<file path="src/hw/rtl/swack_pkg.sv">
// ----------------------------------------------------------------------------
// swack_pkg - shared definitions for the sliding window ack sender
// Send kinds, register map, window limit, sequencer states and alu operand type.
// ----------------------------------------------------------------------------
package swack_pkg;

	localparam int unsigned MAX_WINDOW = 64;
	localparam int unsigned CNT_W      = $clog2(MAX_WINDOW + 1);

	localparam logic [2:0] KIND_BEGIN = 3'd0;
	localparam logic [2:0] KIND_DATA  = 3'd1;
	localparam logic [2:0] KIND_END   = 3'd2;
	localparam logic [2:0] KIND_FIN   = 3'd3;
	localparam logic [2:0] KIND_DONE  = 3'd4;

	localparam logic [1:0] REG_BASE   = 2'd0;
	localparam logic [1:0] REG_LAST   = 2'd1;
	localparam logic [1:0] REG_STORED = 2'd2;
	localparam logic [1:0] REG_WINDOW = 2'd3;

	typedef enum logic [4:0] {
		ST_IDLE,
		ST_T1,
		ST_S,
		ST_LP1,
		ST_D,
		ST_DEC,
		ST_WMIN,
		ST_ENDSEQ,
		ST_W1,
		ST_W2,
		ST_W3,
		ST_W4,
		ST_W5,
		ST_W6,
		ST_W7,
		ST_W8,
		ST_DSEQ,
		ST_DINC,
		ST_OUT
	} state_t;

	typedef struct packed {
		logic [31:0] a;
		logic [31:0] b;
		logic        sub;
	} alu_op_t;

endpackage

</file>
<file path="src/hw/rtl/sliding_window_ack_sender_unit.sv">
// ----------------------------------------------------------------------------
// sliding_window_ack_sender_unit - go-back-n sender control for one peer
// Turns received ack sequence numbers into send commands for the packet
// builder.
// ----------------------------------------------------------------------------
// usage:
//   ack channel (ack_valid/ack_ready/ack_sequence) takes one ack word at a
//   time; ack_ready is high only while the sequencer is idle.
//   send channel (send_valid/send_ready) delivers the send commands an ack
//   causes, one word each, last_of_run set on the final one of the run.
//   an ack that matches no rule gives no word and frees the block again.
//   all sequence math goes through one 32-bit add/subtract unit, one
//   operation per cycle. a begin/fin/finished word is set in the decode
//   state, an end word in the end sequence state; a begin ack that opens
//   the window passes the window minimum state, a sliding window ack the
//   states w1 to w8, before the data sequence state builds a data word.
//   every following data word is built in the increment and data sequence
//   states after the previous one was taken. when the receiver stalls, the
//   held word stays on the outputs and the sequencer waits. reset clears
//   the window and flags and loads the register defaults; registers are to
//   be written over apb only while idle, which the block does not enforce.
// ----------------------------------------------------------------------------
module sliding_window_ack_sender_unit (
	input  logic        clk,
	input  logic        arst_n,
	input  logic        psel,
	input  logic        penable,
	input  logic        pwrite,
	input  logic [3:0]  paddr,
	input  logic [31:0] pwdata,
	output logic [31:0] prdata,
	output logic        pready,
	input  logic        ack_valid,
	output logic        ack_ready,
	input  logic [31:0] ack_sequence,
	output logic        send_valid,
	input  logic        send_ready,
	output logic [2:0]  send_kind,
	output logic [31:0] send_sequence,
	output logic [31:0] packet_index,
	output logic        last_of_run
);
	import swack_pkg::*;

	state_t state_q, state_d;

	logic [15:0] base_q;
	logic [31:0] last_cfg_q;
	logic        stored_q;
	logic [6:0]  window_cfg_q;

	logic        syn_acked_q;
	logic        begin_sent_q;
	logic [31:0] wbegin_q;
	logic [31:0] wend_q;

	logic [31:0] ack_q;
	logic [31:0] t1_q;
	logic [31:0] s_q;
	logic [31:0] lp1_q;
	logic [31:0] d_q;
	logic [31:0] tmp_q;
	logic [31:0] idx_q;
	logic [31:0] end_q;
	logic [CNT_W-1:0] cnt_q;

	logic [2:0]  out_kind_q;
	logic [31:0] out_seq_q;
	logic [31:0] out_idx_q;
	logic        out_last_q;

	logic [31:0] last_eff;
	logic [6:0]  win_eff;
	logic        cfg_wr;
	logic        dec_syn, dec_beg, dec_fin, dec_done, dec_end;

	alu_op_t     alu_op;
	logic [32:0] alu_sum;
	logic [31:0] alu_y;
	logic        alu_c;

	// ---------------------------------------------------------------- config
	assign pready = 1'b1;
	assign cfg_wr = psel & penable & pwrite;

	always_ff @(posedge clk or negedge arst_n) begin
		if (!arst_n) begin
			base_q       <= '0;
			last_cfg_q   <= 32'd1;
			stored_q     <= 1'b0;
			window_cfg_q <= 7'd16;
		end else if (cfg_wr) begin
			unique case (paddr[3:2])
				REG_BASE:   base_q       <= pwdata[15:0];
				REG_LAST:   last_cfg_q   <= pwdata;
				REG_STORED: stored_q     <= pwdata[0];
				REG_WINDOW: window_cfg_q <= pwdata[6:0];
				default:    ;
			endcase
		end
	end

	always_comb begin
		unique case (paddr[3:2])
			REG_BASE:   prdata = {16'd0, base_q};
			REG_LAST:   prdata = last_cfg_q;
			REG_STORED: prdata = {31'd0, stored_q};
			REG_WINDOW: prdata = {25'd0, window_cfg_q};
			default:    prdata = '0;
		endcase
	end

	// zero last index means one data packet, window clamped to 1..max
	assign last_eff = (last_cfg_q == 32'd0) ? 32'd1 : last_cfg_q;

	always_comb begin
		if (window_cfg_q == 7'd0)
			win_eff = 7'd1;
		else if (window_cfg_q > 7'(MAX_WINDOW))
			win_eff = 7'(MAX_WINDOW);
		else
			win_eff = window_cfg_q;
	end

	// ---------------------------------------------------------- shared unit
	// carry high on subtract means no borrow (a >= b)
	assign alu_sum = {1'b0, alu_op.a} + {1'b0, alu_op.sub ? ~alu_op.b : alu_op.b}
		+ {32'd0, alu_op.sub};
	assign alu_y   = alu_sum[31:0];
	assign alu_c   = alu_sum[32];

	// s is ack - base - 1, d is s - (last + 1)
	assign dec_syn  = !syn_acked_q && (s_q == 32'd0);
	assign dec_beg  = begin_sent_q && (s_q == 32'd1);
	assign dec_fin  = stored_q && (d_q == 32'd1);
	assign dec_done = stored_q && (d_q == 32'd2);
	assign dec_end  = stored_q && (d_q == 32'd0);

	// ------------------------------------------------------------ next state
	always_comb begin
		state_d = state_q;
		unique case (state_q)
			ST_IDLE:   if (ack_valid) state_d = ST_T1;
			ST_T1:     state_d = ST_S;
			ST_S:      state_d = ST_LP1;
			ST_LP1:    state_d = ST_D;
			ST_D:      state_d = ST_DEC;
			ST_DEC: begin
				if (dec_syn)
					state_d = ST_OUT;
				else if (dec_beg)
					state_d = ST_WMIN;
				else if (dec_fin || dec_done)
					state_d = ST_OUT;
				else if (dec_end)
					state_d = ST_ENDSEQ;
				else if (begin_sent_q)
					state_d = ST_W1;
				else
					state_d = ST_IDLE;
			end
			ST_WMIN:   state_d = ST_DSEQ;
			ST_ENDSEQ: state_d = ST_OUT;
			ST_W1:     state_d = ST_W2;
			ST_W2:     state_d = alu_c ? ST_W3 : ST_IDLE;
			ST_W3:     state_d = ST_W4;
			ST_W4:     state_d = alu_c ? ST_W5 : ST_IDLE;
			ST_W5:     state_d = ST_W6;
			ST_W6:     state_d = ST_W7;
			ST_W7:     state_d = ST_W8;
			ST_W8:     state_d = alu_c ? ST_IDLE : ST_DSEQ;
			ST_DSEQ:   state_d = ST_OUT;
			ST_DINC:   state_d = ST_DSEQ;
			ST_OUT:    if (send_ready) state_d = out_last_q ? ST_IDLE : ST_DINC;
			default:   state_d = ST_IDLE;
		endcase
	end

	// -------------------------------------------------------------- outputs
	always_comb begin
		alu_op     = '{a: 32'd0, b: 32'd0, sub: 1'b0};
		ack_ready  = 1'b0;
		send_valid = 1'b0;
		unique case (state_q)
			ST_IDLE:   ack_ready = 1'b1;
			ST_T1:     alu_op = '{a: {16'd0, base_q}, b: 32'd1, sub: 1'b0};
			ST_S:      alu_op = '{a: ack_q, b: t1_q, sub: 1'b1};
			ST_LP1:    alu_op = '{a: last_eff, b: 32'd1, sub: 1'b0};
			ST_D:      alu_op = '{a: s_q, b: lp1_q, sub: 1'b1};
			ST_WMIN:   alu_op = '{a: {25'd0, win_eff}, b: last_eff, sub: 1'b1};
			ST_ENDSEQ: alu_op = '{a: t1_q, b: lp1_q, sub: 1'b0};
			ST_W1:     alu_op = '{a: wbegin_q, b: 32'd1, sub: 1'b0};
			ST_W2:     alu_op = '{a: s_q, b: tmp_q, sub: 1'b1};
			ST_W3:     alu_op = '{a: wend_q, b: 32'd1, sub: 1'b0};
			ST_W4:     alu_op = '{a: idx_q, b: s_q, sub: 1'b1};
			ST_W5:     alu_op = '{a: s_q, b: {25'd0, win_eff}, sub: 1'b0};
			ST_W6:     alu_op = '{a: tmp_q, b: 32'd1, sub: 1'b1};
			ST_W7:     alu_op = '{a: tmp_q, b: last_eff, sub: 1'b1};
			ST_W8:     alu_op = '{a: wend_q, b: end_q, sub: 1'b1};
			ST_DSEQ:   alu_op = '{a: idx_q, b: t1_q, sub: 1'b0};
			ST_DINC:   alu_op = '{a: idx_q, b: 32'd1, sub: 1'b0};
			ST_OUT:    send_valid = 1'b1;
			default:   ;
		endcase
	end

	assign send_kind     = out_kind_q;
	assign send_sequence = out_seq_q;
	assign packet_index  = out_idx_q;
	assign last_of_run   = out_last_q;

	// ------------------------------------------------------- control state
	always_ff @(posedge clk or negedge arst_n) begin
		if (!arst_n) begin
			state_q      <= ST_IDLE;
			syn_acked_q  <= 1'b0;
			begin_sent_q <= 1'b0;
			wbegin_q     <= '0;
			wend_q       <= '0;
			cnt_q        <= '0;
		end else begin
			state_q <= state_d;
			unique case (state_q)
				ST_DEC: begin
					if (dec_syn) begin
						syn_acked_q  <= 1'b1;
						begin_sent_q <= 1'b1;
					end
				end
				ST_WMIN: begin
					// repeated begin ack restarts the window at 1
					wbegin_q <= 32'd1;
					wend_q   <= alu_c ? last_eff : {25'd0, win_eff};
					cnt_q    <= '0;
				end
				ST_W8: begin
					wbegin_q <= s_q;
					wend_q   <= end_q;
					cnt_q    <= '0;
				end
				ST_OUT: if (send_ready) cnt_q <= cnt_q + CNT_W'(1);
				default: ;
			endcase
		end
	end

	// ------------------------------------------------------- working values
	always_ff @(posedge clk) begin
		unique case (state_q)
			ST_IDLE:   if (ack_valid) ack_q <= ack_sequence;
			ST_T1:     t1_q  <= alu_y;
			ST_S:      s_q   <= alu_y;
			ST_LP1:    lp1_q <= alu_y;
			ST_D:      d_q   <= alu_y;
			ST_DEC: begin
				if (dec_syn) begin
					out_kind_q <= KIND_BEGIN;
					out_seq_q  <= t1_q;
					out_idx_q  <= '0;
					out_last_q <= 1'b1;
				end else if (!dec_beg && dec_fin) begin
					out_kind_q <= KIND_FIN;
					out_seq_q  <= ack_q;
					out_idx_q  <= '0;
					out_last_q <= 1'b1;
				end else if (!dec_beg && dec_done) begin
					out_kind_q <= KIND_DONE;
					out_seq_q  <= '0;
					out_idx_q  <= '0;
					out_last_q <= 1'b1;
				end
			end
			ST_WMIN: begin
				idx_q <= 32'd1;
				end_q <= alu_c ? last_eff : {25'd0, win_eff};
			end
			ST_ENDSEQ: begin
				out_kind_q <= KIND_END;
				out_seq_q  <= alu_y;
				out_idx_q  <= lp1_q;
				out_last_q <= 1'b1;
			end
			ST_W1:     tmp_q <= alu_y;
			ST_W3:     idx_q <= alu_y;
			ST_W5:     tmp_q <= alu_y;
			ST_W6:     tmp_q <= alu_y;
			// new end is the smaller of candidate and last index
			ST_W7:     end_q <= alu_c ? last_eff : tmp_q;
			ST_DSEQ: begin
				out_kind_q <= KIND_DATA;
				out_seq_q  <= alu_y;
				out_idx_q  <= idx_q;
				out_last_q <= (idx_q == end_q) || (cnt_q == CNT_W'(MAX_WINDOW - 1));
			end
			ST_DINC:   idx_q <= alu_y;
			default:   ;
		endcase
	end

endmodule
</file>
<file path="config.mk">
export PLATFORM = sky130hd
export DESIGN_NAME = sliding_window_ack_sender_unit
export DESIGN_NICKNAME = d
export VERILOG_FILES = /design/src/hw/rtl/swack_pkg.sv /design/src/hw/rtl/sliding_window_ack_sender_unit.sv
export SDC_FILE = /design/constraint.sdc
export NUM_CORES = 1
export LEC_CHECK = 0
export ABC_AREA = 1
export BUFFER_PORTS_ARGS = -buffer_cell sky130_fd_sc_hd__buf_2
export CORE_MARGIN = 4
export CORE_UTILIZATION = 29
export CTS_BUF_LIST = sky130_fd_sc_hd__clkbuf_4 sky130_fd_sc_hd__clkbuf_8
export DETAILED_ROUTE_END_ITERATION = 6
export PLACE_DENSITY = 0.44
export SLEW_MARGIN = 25
export SYNTH_ARGS = -nofsm -noshare
export SYNTH_HDL_FRONTEND = slang
export SYNTH_SLANG_ARGS = --single-unit
export TNS_END_PERCENT = 10
</file>
<file path="constraint.sdc">
create_clock -name clk -period 13.9 [get_ports clk]
set_input_delay 3.475 -clock clk [delete_from_list [all_inputs] [get_ports clk]]
set_output_delay 3.475 -clock clk [all_outputs]
set_load 0.05 [all_outputs]
</file>
==> flow_summary.ini <==
[run_status]
status = finished, final reports clean

[synth]
synthXorXnorAreaFrac = 0.0284
synth.most_common_cell = nand2_1
synth_top_family_by_area = compound AO/OA/AOI/OAI gates
synth_largest_area_cell = edfxtp_1
synthTopCellsByArea = edfxtp_1 42%, dfrtp_1 14%, nand2_1 6.6%
synth_edf_count = 324
synthArstFlopShare = 0.291
synth-simple-area-share = 0.134
synth-compound-area-share = 0.171
synthAdderAreaFrac = 0.0182
ys_seq_area_frac = 0.566
synth.avg_cell_area_sq_um = 9.60
yosysUniqueCellTypes = 53
ys_warn_count = 0
yosys-top-cells-count = 409 x nand2_1, 381 x inv_1, 324 x edfxtp_1
synth.mux.area_fraction = 0
synth_seq_cells = 457
synth_top_area_share = 0.421
synth_flop_cell = edfxtp_1
syn-cell-area_sq_um = 23100
synth.net_count = 2514
syn_inst = 2406

[sta]
rsz0062_at_grt = no
finalSetupTns_ns = 0
relSlewSlack = 0.284
timing.hold.ws_ns = 0.488
setup_viol_count_final = 0
finClkSkew_ns = 0.0334
setup_slack_ns = 5.32
post-route-period-util = 0.617
slew_violations = 0
worst_pin_slew_ns = 1.07
period_needed_ns = 8.58
hold_viol = 0
max_freq_mhz = 117

[worst_setup_path]
arrival_ns = 5.10
slowest_stage = nor2_1
critPathMaxStageDelay_ns = 0.36
cp_cell_sequence = buf_2, inv_1, nor2_1, clkinv_1, buf_4, o21ai_0, buf_2
crit_buf_inv = 5
crit_type = in -> out
path_delay_family = buffers and inverters
cp-start-kind = primary input
cp_max_fo = 27
cp.required_ns = 10.43
worst_setup_path_end_kind = output pin
crit_top_cell = buf_2

[global_routing]
antenna_found_initial = 7
grt.overflow.total = 0
grt_max_degree = 82
grt_pass1_vias = 20400
grt_pass1_wl_um = 155000
grtUsageTotal = 0.255

[power]
p_sw_mw = 4.05
sw_frac_of_total = 0.494
power_frac_comb = 0.498
p_int_mw = 4.15
pwr-share-clk = 0.183
pwr-share-seq = 0.320
leakage_nw = 11.3
power_density_nw_per_um2 = 301
vdd_drop_max_uv = 133
finalPower_mw = 8.20

[clocking]
cts.path.max_buffers = 3
cts_buffers = 89
cts_root_buf = clkbuf_8
cts_max_level = 3
cts_tree = built
cts-resized-gates = 0
cts_hold_buf = 0
clk_latency_ns = 0.70
cts_setup_buffers = 0
path_clk_slew_ns = 0.06
cts.sinks = 457

[placement]
preCtsSetupSlack_ns = 5.34
placed_cell_area_sq_um = 25300
dp_cells = 3574
port_buffers = 174
gp_congestion = 0.935
place.detailed.hpwl_um = 74700

[detailed_routing]
finalWirelength_um = 111000
drt_iter0_markers = 2660
postRouteAntennaNets = 0
viasPerCell = 5.54
dr.pass1.iters = 6
drc = 0
dr_total_vias = 20700
wire_per_inst_um = 29.7

[floorplan]
die_y_um = 290
start_util = 0.292
num_rows = 103
core_sq_um = 79000
io_pins = 178
die_w_um = 290
die_area_sq_um = 84200

[worst_hold_path]
hold_class = reg -> reg

[final_layout]
finalNonFillerCells = 3742
syn2layout_area_growth_pct = 18.1
drive_gt1_frac = 0.157
final_util = 0.345
fill_cells = 8117
final_cell_area_sq_um = 27300
fin_nets = 2723

[job]
cap_violations = 0
kinds of logic (layout without fill, tap and decap cells):
group           count (synthesis)  count (layout)
other cells                     1               5
compound gates                601             601
simple gates                  745             745
flops                         457             457
buf+inv                       494             776
xor+xnor                       75              75
fa+ha+maj                      33              33
placed cells by master (no fill, tap or decap), drive strengths merged, types with 2 or more instances in the layout:
master and n:
a2111oi 2, a211oi 22, a21boi 2, a21o 4, a21oi 74, a221oi 62
a22o 12, a22oi 2, a31oi 5, buf 221, bufinv 6, clkbuf 122
clkinv 31, clkinvlp 8, dfrtp 131, dfstp 2, diode 4, edfxtp 324
ha 32, inv 388, nand2 414, nand3 64, nand3b 4, nand4 22
nor2 199, nor3 19, nor4 18, o2111ai 19, o211ai 49, o21a 4
o21ai 176, o21bai 10, o221ai 49, o22ai 92, o31ai 13, or2 4
xnor2 27, xor2 48
final timing paths:
path / startpoint / end / slack [ns] / cells past startpoint
max: paddr[2] / prdata[12] / 5.32 / 7
min: base_q[13]$_DFFE_PN0P_ / base_q[13]$_DFFE_PN0P_ / 0.49 / 2
max reg2reg: state_q[2]$_DFFE_PN0P_ / send_sequence[28]$_DFFE_PP_ / 6.94 / 20
min reg2reg: base_q[13]$_DFFE_PN0P_ / base_q[13]$_DFFE_PN0P_ / 0.49 / 2
max in group asynchronous: arst_n / wbegin_q[17]$_DFFE_PN0P_ / 9.42 / 2
min in group asynchronous: arst_n / base_q[11]$_DFFE_PN0P_ / 2.91 / 1
power groups by stage:
stage / combinational (mW) / sequential, mW / clock (mW)
5_1_grt: 4.37 / 2.65 / 1.59
2_1_floorplan: 2.27 / 2.69 / 0
4_1_cts: 4.00 / 2.61 / 1.54
3_5_place_dp: 3.98 / 2.64 / 0
3_3_place_gp: 3.96 / 2.63 / 0
6_report: 4.08 / 2.62 / 1.50
metal layers:
| metal | global-route usage | share of wire | vias up |
|---|---|---|---|
| met1 | 0.361 | 0.43 | 10300 |
| met3 | 0.0701 | 0.11 | 251 |
| met4 | 0.0966 | 0.037 | 4 |
| met5 | 0 | 0.0010 | - |
| met2 | 0.371 | 0.42 | 1337 |
| li1 | - | - | 8874 |
sequential cells by signal, indices dropped and copies added, names as in the netlist:
register       cells
begin_sent_q       1
ack_q             32
idx_q             32
wbegin_q          32
tmp_q             32
last_of_run        1
send_sequence     32
d_q               32
end_q             32
window_cfg_q       7
last_cfg_q        32
packet_index      32
t1_q              32
wend_q            32
state_q            5
send_kind          3
stored_q           1
cnt_q              7
s_q               32
base_q            16
lp1_q             32
worst register-to-register path, cell delays in order (launching register included):
cell      delay [ns]
dfrtp_1         0.56
inv_1           0.16
nor2_2          0.16
nand3_2         0.64
nand2_2         1.04
a211oi_1        0.20
o211ai_1        0.18
xor2_1          0.17
inv_1           0.09
fa_1            0.43
nand3_1         0.10
nand3_1         0.14
a21oi_1         0.33
o21ai_1         0.20
a21boi_1        0.37
o21ai_1         0.23
nand3_1         0.12
nand2_1         0.11
xor2_1          0.63
inv_1           0.14
o221ai_1        0.65
cell type report:
type / count / area (sq um) / share of cell area
sequential: 457 / 13100 / 0.479
multi-input combinational: 1455 / 8240 / 0.302
clock buffer: 122 / 1570 / 0.0575
inverter: 391 / 1470 / 0.0539
tap: 1050 / 1310 / 0.0482
timing repair buffer: 221 / 1230 / 0.0451
clock inverter: 42 / 372 / 0.0136
antenna: 4 / 10.0 / 0.000367
Power figures use the tool's default switching activity.
